**src/rtl/assert_macros.svh**
```systemverilog
// Concurrent assertion helpers, clocked on clk and disabled while rst_n is low.
`ifndef ASSERT_MACROS_SVH
`define ASSERT_MACROS_SVH

// Same-cycle implication.
`define ASSERT_NOW(label, ante, cons, msg) \
  label: assert property (@(posedge clk) disable iff (!rst_n) (ante) |-> (cons)) \
    else $error(msg);

// Next-cycle implication.
`define ASSERT_NEXT(label, ante, cons, msg) \
  label: assert property (@(posedge clk) disable iff (!rst_n) (ante) |=> (cons)) \
    else $error(msg);

`endif

```
**src/rtl/tbpf_pkg.sv**
```systemverilog
`default_nettype none

package tbpf_pkg;

  localparam int VRAM_HALFWORDS_DEF = 32768;
  localparam int SCREEN_WIDTH_DEF   = 240;

  localparam logic [1:0] MODE_PIXEL = 2'd0;
  localparam logic [1:0] MODE_VRAM  = 2'd1;
  localparam logic [1:0] MODE_PAL   = 2'd2;

  localparam logic [1:0] CFG_BG_CONTROL   = 2'd0;
  localparam logic [1:0] CFG_H_SCROLL     = 2'd1;
  localparam logic [1:0] CFG_V_SCROLL     = 2'd2;
  localparam logic [1:0] CFG_LAYER_ENABLE = 2'd3;

  typedef struct packed {
    logic [1:0]  mode;
    logic [14:0] address;
    logic [15:0] write_data;
    logic [7:0]  pixel_x;
    logic [7:0]  line_y;
  } in_item_t;

  typedef struct packed {
    logic [23:0] pixel_rgb;
    logic        opaque;
  } out_item_t;

  typedef struct packed {
    logic [15:0] bg_control;
    logic [8:0]  h_scroll;
    logic [8:0]  v_scroll;
    logic        layer_enable;
  } layer_cfg_t;

  typedef enum logic [2:0] {
    ST_IDLE,
    ST_SCR,
    ST_CHR,
    ST_TEX,
    ST_OUT
  } fetch_state_t;

endpackage

`default_nettype wire

```
**src/rtl/tbpf_fetch.sv**
```systemverilog
`default_nettype none

module tbpf_fetch
  import tbpf_pkg::*;
#(
  parameter int VRAM_HALFWORDS = VRAM_HALFWORDS_DEF,
  parameter int SCREEN_WIDTH   = SCREEN_WIDTH_DEF
) (
  input  wire logic                                 clk,
  input  wire logic                                 rst_n,
  input  wire layer_cfg_t                           cfg,
  input  wire logic                                 in_valid,
  output logic                                      in_stall,
  input  wire in_item_t                             in_item,
  output logic                                      out_valid,
  input  wire logic                                 out_stall,
  output out_item_t                                 out_item,
  output logic                                      vram_we,
  output logic [$clog2(VRAM_HALFWORDS)-1:0]         vram_waddr,
  output logic [15:0]                               vram_wdata,
  output logic                                      vram_re,
  output logic [$clog2(VRAM_HALFWORDS)-1:0]         vram_raddr,
  input  wire logic [15:0]                          vram_rdata,
  output logic                                      pal_we,
  output logic [7:0]                                pal_waddr,
  output logic [14:0]                               pal_wdata,
  output logic                                      pal_re,
  output logic [7:0]                                pal_raddr,
  input  wire logic [14:0]                          pal_rdata
);

  localparam int AW         = $clog2(VRAM_HALFWORDS);
  localparam int ADDR_SPAN  = 65536;
  localparam int RED_STEPS  = $clog2((ADDR_SPAN + VRAM_HALFWORDS - 1) / VRAM_HALFWORDS);
  localparam logic [16:0] VRAM_SIZE    = 17'(VRAM_HALFWORDS);
  localparam logic [9:0]  SCREEN_LIMIT = 10'(SCREEN_WIDTH);

  // Reduce a 16-bit halfword address modulo the memory size.
  function automatic logic [AW-1:0] wrap_addr(input logic [15:0] raw);
    logic [16:0] v;
    v = {1'b0, raw};
    for (int j = RED_STEPS - 1; j >= 0; j--) begin
      if (v >= (VRAM_SIZE << j)) begin
        v = v - (VRAM_SIZE << j);
      end
    end
    return v[AW-1:0];
  endfunction

  function automatic logic [23:0] expand_colour(input logic [14:0] c);
    logic [4:0] r;
    logic [4:0] g;
    logic [4:0] b;
    r = c[4:0];
    g = c[9:5];
    b = c[14:10];
    return {r, r[4:2], g, g[4:2], b, b[4:2]};
  endfunction

  fetch_state_t state_r;
  fetch_state_t state_nxt;
  logic         out_valid_r;
  logic         out_valid_nxt;
  out_item_t    out_item_r;

  logic [8:0]   px_r;
  logic [8:0]   py_r;
  logic [3:0]   bank_r;
  logic [1:0]   fx_r;
  logic         opaque_r;

  logic         in_acc;
  logic         is_pixel;
  logic         slot_free;
  logic         wide;
  logic         tall;
  logic [9:0]   px_sum;
  logic [9:0]   py_sum;
  logic [8:0]   px_nxt;
  logic [8:0]   py_nxt;
  logic [1:0]   block;
  logic [5:0]   scr_hi;
  logic [15:0]  screen_raw;
  logic [2:0]   fx3;
  logic [2:0]   fy3;
  logic [15:0]  char_raw;
  logic [15:0]  tex_shift;
  logic [3:0]   texel_idx;
  logic [16:0]  addr_ext;

  assign in_stall  = (state_r != ST_IDLE);
  assign in_acc    = in_valid && !in_stall;
  assign is_pixel  = (in_item.mode == MODE_PIXEL) && ({2'b00, in_item.pixel_x} < SCREEN_LIMIT);
  assign slot_free = !out_valid_r || !out_stall;

  assign wide   = cfg.bg_control[14];
  assign tall   = cfg.bg_control[15];
  assign px_sum = 10'(in_item.pixel_x) + 10'(cfg.h_scroll);
  assign py_sum = 10'(in_item.line_y) + 10'(cfg.v_scroll);
  assign px_nxt = wide ? px_sum[8:0] : {1'b0, px_sum[7:0]};
  assign py_nxt = tall ? py_sum[8:0] : {1'b0, py_sum[7:0]};

  assign block      = wide ? {py_r[8], px_r[8]} : {1'b0, py_r[8]};
  assign scr_hi     = 6'(cfg.bg_control[12:8]) + 6'(block);
  assign screen_raw = {scr_hi, py_r[7:3], px_r[7:3]};

  assign fx3      = vram_rdata[10] ? ~px_r[2:0] : px_r[2:0];
  assign fy3      = vram_rdata[11] ? ~py_r[2:0] : py_r[2:0];
  assign char_raw = {1'b0, cfg.bg_control[3:2], 13'd0} + {2'b00, vram_rdata[9:0], 4'd0}
                    + {12'd0, fy3, fx3[2]};

  assign tex_shift = vram_rdata >> {fx_r, 2'b00};
  assign texel_idx = tex_shift[3:0];
  assign addr_ext  = 17'(in_item.address);

  always_comb begin
    state_nxt = state_r;
    case (state_r)
      ST_IDLE: begin
        if (in_acc && is_pixel) begin
          state_nxt = cfg.layer_enable ? ST_SCR : ST_OUT;
        end
      end
      ST_SCR: begin
        state_nxt = ST_CHR;
      end
      ST_CHR: begin
        state_nxt = ST_TEX;
      end
      ST_TEX: begin
        state_nxt = ST_OUT;
      end
      ST_OUT: begin
        if (slot_free) begin
          state_nxt = ST_IDLE;
        end
      end
      default: begin
        state_nxt = ST_IDLE;
      end
    endcase
  end

  always_comb begin
    vram_we    = 1'b0;
    vram_waddr = addr_ext[AW-1:0];
    vram_wdata = in_item.write_data;
    vram_re    = 1'b0;
    vram_raddr = wrap_addr(screen_raw);
    pal_we     = 1'b0;
    pal_waddr  = in_item.address[7:0];
    pal_wdata  = in_item.write_data[14:0];
    pal_re     = 1'b0;
    pal_raddr  = 8'd0;
    case (state_r)
      ST_IDLE: begin
        if (in_acc) begin
          vram_we = (in_item.mode == MODE_VRAM) && (addr_ext < VRAM_SIZE);
          pal_we  = (in_item.mode == MODE_PAL);
          pal_re  = is_pixel && !cfg.layer_enable;
        end
      end
      ST_SCR: begin
        vram_re = 1'b1;
      end
      ST_CHR: begin
        vram_re    = 1'b1;
        vram_raddr = wrap_addr(char_raw);
      end
      ST_TEX: begin
        pal_re    = 1'b1;
        pal_raddr = (texel_idx == 4'd0) ? 8'd0 : {bank_r, texel_idx};
      end
      default: begin
      end
    endcase
  end

  always_comb begin
    out_valid_nxt = out_valid_r && out_stall;
    if (state_r == ST_OUT && slot_free) begin
      out_valid_nxt = 1'b1;
    end
  end

  always_ff @(posedge clk) begin
    if (!rst_n) begin
      state_r     <= ST_IDLE;
      out_valid_r <= 1'b0;
    end else begin
      state_r     <= state_nxt;
      out_valid_r <= out_valid_nxt;
    end
  end

  always_ff @(posedge clk) begin
    if (state_r == ST_IDLE && in_acc) begin
      px_r     <= px_nxt;
      py_r     <= py_nxt;
      opaque_r <= 1'b0;
    end
    if (state_r == ST_CHR) begin
      bank_r <= vram_rdata[15:12];
      fx_r   <= fx3[1:0];
    end
    if (state_r == ST_TEX) begin
      opaque_r <= (texel_idx != 4'd0);
    end
    if (state_r == ST_OUT && slot_free) begin
      out_item_r.pixel_rgb <= expand_colour(pal_rdata);
      out_item_r.opaque    <= opaque_r;
    end
  end

  assign out_valid = out_valid_r;
  assign out_item  = out_item_r;

endmodule

`default_nettype wire

```
**config.mk**
```make
export PLATFORM = sky130hd
export DESIGN_NAME = tbpf_fetch
export DESIGN_NICKNAME = d
export VERILOG_FILES = /design/src/rtl/assert_macros.svh /design/src/rtl/tbpf_pkg.sv /design/src/rtl/tbpf_fetch.sv
export SDC_FILE = /design/constraint.sdc
export NUM_CORES = 1
export LEC_CHECK = 0
export ABC_CLOCK_PERIOD_IN_PS = 1900
export BUFFER_PORTS_ARGS = -buffer_cell sky130_fd_sc_hd__buf_2
export CORE_UTILIZATION = 37
export CTS_BUF_LIST = sky130_fd_sc_hd__clkbuf_8
export CTS_CLUSTER_SIZE = 14
export DETAILED_ROUTE_END_ITERATION = 16
export PLACE_DENSITY = 0.8
export SLEW_MARGIN = 5
export SYNTH_ARGS = -nofsm -noshare
export SYNTH_HDL_FRONTEND = slang
export SYNTH_SLANG_ARGS = --single-unit
```
**constraint.sdc**
```tcl
create_clock -name clk -period 1.9 [get_ports clk]
set_clock_uncertainty 0.1 [all_clocks]
set_input_delay 0.38 -clock clk [delete_from_list [all_inputs] [get_ports clk]]
set_output_delay 0.38 -clock clk [all_outputs]
set_load 0.02 [all_outputs]
```
==> Word level (Yosys, flattened, before mapping) <==
Index checks and enable logic that the tools add are counted.
{ "word_totals": {"ff_bits": 54, "inputBits": 119, "output_inout_bits": 108, "word_cells": 76} }
{ "classes": {"reduce_logical": 21, "n_lt_le_gt_ge": 4, "addsub": 7, "shift": 1, "muxes": 22, "n_eq_ne": 8, "n_bitwise": 2} }
{ "op_table": {"columns": ["cell", "count"], "rows": [
  ["$mux W15", 3],
  ["$ge A16 B16 Y1 const B", 2],
  ["$sub A15 B1 Y15 const B", 2],
  ["$add A8 B9 Y9", 2],
  ["$add A15 B14 Y16", 1],
  ["$add A16 B4 Y16", 1],
  ["$lt A15 B16 Y1 const B", 1],
  ["$mux W8", 2],
  ["$shr A16 B4 Y4", 1],
  ["$mux W3", 5],
  ["$pmux W3 S5", 1],
  ["$mux W1", 9],
  ["$logic_and A1 B1 Y1", 8],
  ["$lt A8 B8 Y1 const B", 1],
  ["$add A5 B2 Y6", 1],
  ["$eq A3 B2 Y1 const B", 2],
  ["$not A3 Y3", 2],
  ["$logic_not A1 Y1", 4],
  ["$logic_not A4 Y1", 1],
  ["$ne A2 B2 Y1 const B", 2],
  ["$reduce_bool A4 Y1", 1],
  ["$eq A3 B1 Y1 const B", 1],
  ["$eq A3 B3 Y1 const B", 1],
  ["$logic_not A3 Y1", 1],
  ["10 further kinds", 10]
]} }

==> Longest topological paths before layout <==
{ "depth": {"ltp_word": 6, "mapped_depth": 7, "mapped_depth_nobuf": 7} }

==> Least setup slack after synthesis <==
No wires, ideal clock.
{ "synth_path": {"kind": "input port to output port", "start": "input cfg[33] (netlist bit)", "end": "output vram_raddr[14]", "t_required_ns": 1.420, "n_path_buf": 0, "slack_ns": -0.293, "arrival_ns": 1.713, "stages": 7, "path_cell_list": "mux2_2 > ha_1 > inv_1 > fa_1 > nor2_1 > xnor2_1 > mux2i_1"} }
{ "synth_between": {"elab_chain_cells": 5, "word_cells_on_any_way": 6, "classes_between": "add/sub: 2; order compare: 1; mux: 3"} }
{ "synth_rtl": {"columns": ["item", "line", "rtl"], "rows": [
  ["from (decl)", "tbpf_fetch.sv:11", "input wire layer_cfg_t cfg,"],
  ["$mux W2 *", "tbpf_fetch.sv:103", "assign block = wide ? {py_r[8], px_r[8]} : {1'b0, py_r[8]};"],
  ["$add A5 B2 Y6 *", "tbpf_fetch.sv:104", "assign scr_hi = 6'(cfg.bg_control[12:8]) + 6'(block);"],
  ["$sub A15 B1 Y15 / $ge A16 B16 Y1 (equally long branches)", "tbpf_fetch.sv:44, tbpf_fetch.sv:43", null],
  ["$mux W15 *", "tbpf_fetch.sv:43", "if (v >= (VRAM_SIZE << j)) begin"],
  ["$mux W15 *", "tbpf_fetch.sv:155", "case (state_r)"],
  ["to (decl)", "tbpf_fetch.sv:22", "output logic [$clog2(VRAM_HALFWORDS)-1:0] vram_raddr,"]
]} }
Every way passes the cells marked *; elsewhere a longest branch is shown, timed or not.

==> Worst setup path after layout <==
{ "layout_path": {"start": "register fx_r[1]", "end": "output pal_raddr[6]"} }
{ "layout_between": {"elab_chain_cells": 4} }
{ "layout_rtl": {"columns": ["item", "line", "rtl"], "rows": [
  ["from (decl)", "tbpf_fetch.sv:69", "logic [1:0] fx_r;"],
  ["from (signal assigned)", "tbpf_fetch.sv:204", "fx_r <= fx3[1:0];"],
  ["$shr A16 B4 Y4", "tbpf_fetch.sv:112", "assign tex_shift = vram_rdata >> {fx_r, 2'b00};"],
  ["$logic_not A4 Y1", "tbpf_fetch.sv:172", "pal_raddr = (texel_idx == 4'd0) ? 8'd0 : {bank_r, texel_idx};"],
  ["$mux W8", "tbpf_fetch.sv:172", null],
  ["$mux W8", "tbpf_fetch.sv:155", null],
  ["to (decl)", "tbpf_fetch.sv:28", "output logic [7:0] pal_raddr,"]
]} }
Every way passes these cells.

==> implementation parameters <==
Parameter                              Value

Outcome
  Failing checks    negative setup slack
  Result of the run    finished with violations

Detailed routing
  Wirelength per Cell    about 17 µm
  Violation count after the first detailed-route iteration    37
  Wire length after detailed routing    8340 µm
  Routed Antenna Nets    0
  Total vias in the final route    between 2k and 2.5k
  DR vias/cell    4.89
  Drt drc    0
  Number of search-and-repair iterations in the first detailed-routing pass    4

Logic synthesis
  Cell area after synthesis    between 0.003 and 0.004 mm²
  Post-Synthesis Cells    274
  Total nets after synthesis    between 400 and 500
  Number of storage elements in the synthesis netlist    45
  Number of different library cells in the post-synthesis netlist    between 40 and 50
  Fraction of registers with async set or reset after synthesis    0%
  Most common flop cell mapped by yosys    sky130_fd_sc_hd__edfxtp_1
  Sequential share of the synthesized area    between 40 and 50%
  Number of enable-type register cells in the synthesized netlist    41
  Warnings, synthesis    0
  Average cell area after synthesis    between 10 and 15 µm²

CTS
  Number of buffers between clock root and the deepest sink    2
  Number of H-tree levels    2
  Clock slew at reported path FFs    roughly 80 ps
  Cell chosen for the clock root    sky130_fd_sc_hd__clkbuf_8
  Total CTS buffers    5
  Cts hold-fix bufs    0
  TritonCTS clock tree    yes
  Number of clock sinks seen by CTS    45
  Later-pin clock latency in the skew report    ~290 ps

Die
  Cell row count    32
  I/O pin cnt    227
  Area inside the core boundary    roughly 0.0079 mm²
  Die Outline Area    about 0.0087 mm²
  Die width    a little over 90 µm
  Initial Utilization    39.0%
  Die outline height    just over 90 µm

Timing
  FMAX    402 MHz
  Slew margin rel.    75.4%
  Total Negative Setup Slacks    -6810 ps
  Final worst hold slack    165 ps
  Share of the clock period used by the worst path after layout    131%
  Setup violators final    27
  Fin crit period    2490 ps
  Worst Setup Slack, final    -587 ps
  Worst Tran Pin Value    360 ps
  Final-report hold violation count    0
  Setup repair after global routing missed its margin    true
  Final-report max-slew violation count    0

Critical path
  Critical setup path kind    register to output pin
  Critical path arrival    around 2000 ps
  Setup crit start kind    register
  CP Max Fanout    5
  Beginning of the worst register-to-register path    fx_r[1]$_DFFE_PP_
  Timing startpoint of the critical path    fx_r[1]$_DFFE_PP_
  Required time of the critical path    approximately 1400 ps
  Category of the worst setup path capture point    output pin

Placed design
  Placed cell count    about 480
  RD Place Congestion    approximately 0.80
  Pre-CTS WS    -346 ps
  Number of port buffers    134
  Half-perimeter wire length after placement    between 6000 and 7000 µm
  Area after DPL    between 0.003 and 0.004 mm²

Finish
  Count of fill cells added during filler insertion    approximately 690
  Final Cell Area    between 0.004 and 0.005 mm²
  Storage cell area    approximately 0.0013 mm²
  Antenna diode count    0
  Commonest cells after routing, fill and taps aside    110 x sky130_fd_sc_hd__buf_2, 46 x sky130_fd_sc_hd__buf_4, 41 x sky130_fd_sc_hd__edfxtp_1
  Final net count    ~540
  Fraction of layout cells with a size suffix above 1    about three fifths
  Combined area of the multi-input logic cells    0.00152 mm²
  Area Overhead vs Synth    39.1%
  Commonest non-fill, non-tap cell in the layout    sky130_fd_sc_hd__buf_2
  Share of the core filled with cells in the final layout    between 50 and 60%
  Non-filler cells in the finished layout    around 500

GRT
  Global-route wire length before repair    12400 µm
  Number of antenna violations at the first check in global routing    0
  Gr usage total    a little under a fifth
  Largest net degree at the start of global routing    19
  Total grt overflow    0
  Vias in the first global route    2535

Pwr
  P_leak    1.91 nW
  Maximum resistive drop on vdd    approximately 0.24 mV
  Post-layout total power    approximately 2.6 mW
  Cell Pwr Density    slightly above 600 mW/mm²

Hold path
  Worst min path class    primary input to register
  Min-delay src    pal_rdata[3]

Flow run
  Max-Cap Viols    0
-- critical path, cell delays in order, from the launching register on --
cell and delay (ps):
sky130_fd_sc_hd__edfxtp_1 450, sky130_fd_sc_hd__mux4_2 570, sky130_fd_sc_hd__nor4_4 360, sky130_fd_sc_hd__nor2_4 80, sky130_fd_sc_hd__and2_4 150, sky130_fd_sc_hd__buf_6 120
-- sequential cells by signal, summed over array words and instances, names as in the netlist --
signal,cells
bank_r,4
fx_r,2
state_r,3
px_r,9
opaque_r,1
py_r,9
out_item,16
out_valid,1
-- path summary, 6_finish.rpt --
kind | endpoint | slack [ps] | cells past startpoint
setup / recovery | pal_raddr[6] | -590 | 5
hold / removal | out_item[23]$_DFFE_PP_ | 170 | 1
setup reg to reg | opaque_r$_SDFFCE_PN0P_ | -140 | 5
hold reg to reg | out_item[0]$_DFFE_PP_ | 340 | 0
-- per-layer routing --
| metal | track usage (%) | wire length, µm | up-vias |
|---|---|---|---|
| met5 | 0 | 0 | - |
| li1 | - | - | 1168 |
| met4 | 7.82 | 225 | 0 |
| met2 | 37.0 | 4590 | 151 |
| met1 | 17.8 | 2760 | 1117 |
| met3 | 5.20 | 766 | 24 |
-- cell type report --
cell class / instances / share of cell area, %
clock buffers: 5 / 1.60
clock inverters: 3 / 0.320
inverters: 6 / 0.523
multi-input cells: 158 / 35.2
flip-flops and latches: 45 / 30.7
well taps: 102 / 2.96
repair buffers: 184 / 28.7
-- synth_stat cells (all sizes together), types with 3 or more instances --
library cell / count / area share, %
xnor2: 18 / 5.1
nor2: 11 / 1.3
edfxtp: 41 / 40
nor3b: 3 / 0.89
nand2: 13 / 1.6
inv: 6 / 0.73
o211ai: 3 / 0.73
nand2b: 3 / 0.61
xor2: 5 / 1.4
a21o: 3 / 0.73
nor2b: 6 / 1.2
mux4: 4 / 3.0
nor3: 3 / 0.48
dfxtp: 4 / 2.6
mux2: 9 / 3.3
mux2i: 3 / 0.97
and2: 5 / 1.0
ha: 19 / 7.7
o21ai: 12 / 1.9
o21a: 3 / 0.73
fa: 3 / 1.9
a21oi: 16 / 2.6
buf: 64 / 15
-- repair_timing --
| action | 4_1_cts | 5_1_grt |
|---|---|---|
| endpoints found under the setup margin | 27 | 28 |
| cloned | 2 | 0 |
| setup buffers | 12 | 7 |
| resized for setup | 85 | 10 |
| pin swaps | 9 | 6 |
| endpoints found under the hold margin | 0 | 0 |
-- kinds of logic (layout without fill, tap and decap cells) --
family	after synthesis	in the layout	share of synthesized area, %
buf+inv	71	198	16.3
simple gates	51	51	8.93
compound gates	46	46	9.01
flops	45	45	42.4
xor+xnor	23	23	6.51
fa+ha+maj	22	22	9.62
mux	16	16	7.28
-- power breakdown --
group / switching [mW] / total (mW) / internal (mW) / leakage (nW)
logic: 0.412 / 0.875 / 0.463 / 1.44
clock network: 0.305 / 0.554 / 0.250 / 0.0491
registers: 0.0276 / 1.19 / 1.17 / 0.419
total: 0.744 / 2.62 / 1.88 / 1.91
No activity file was read; power rests on OpenSTA's default activity.
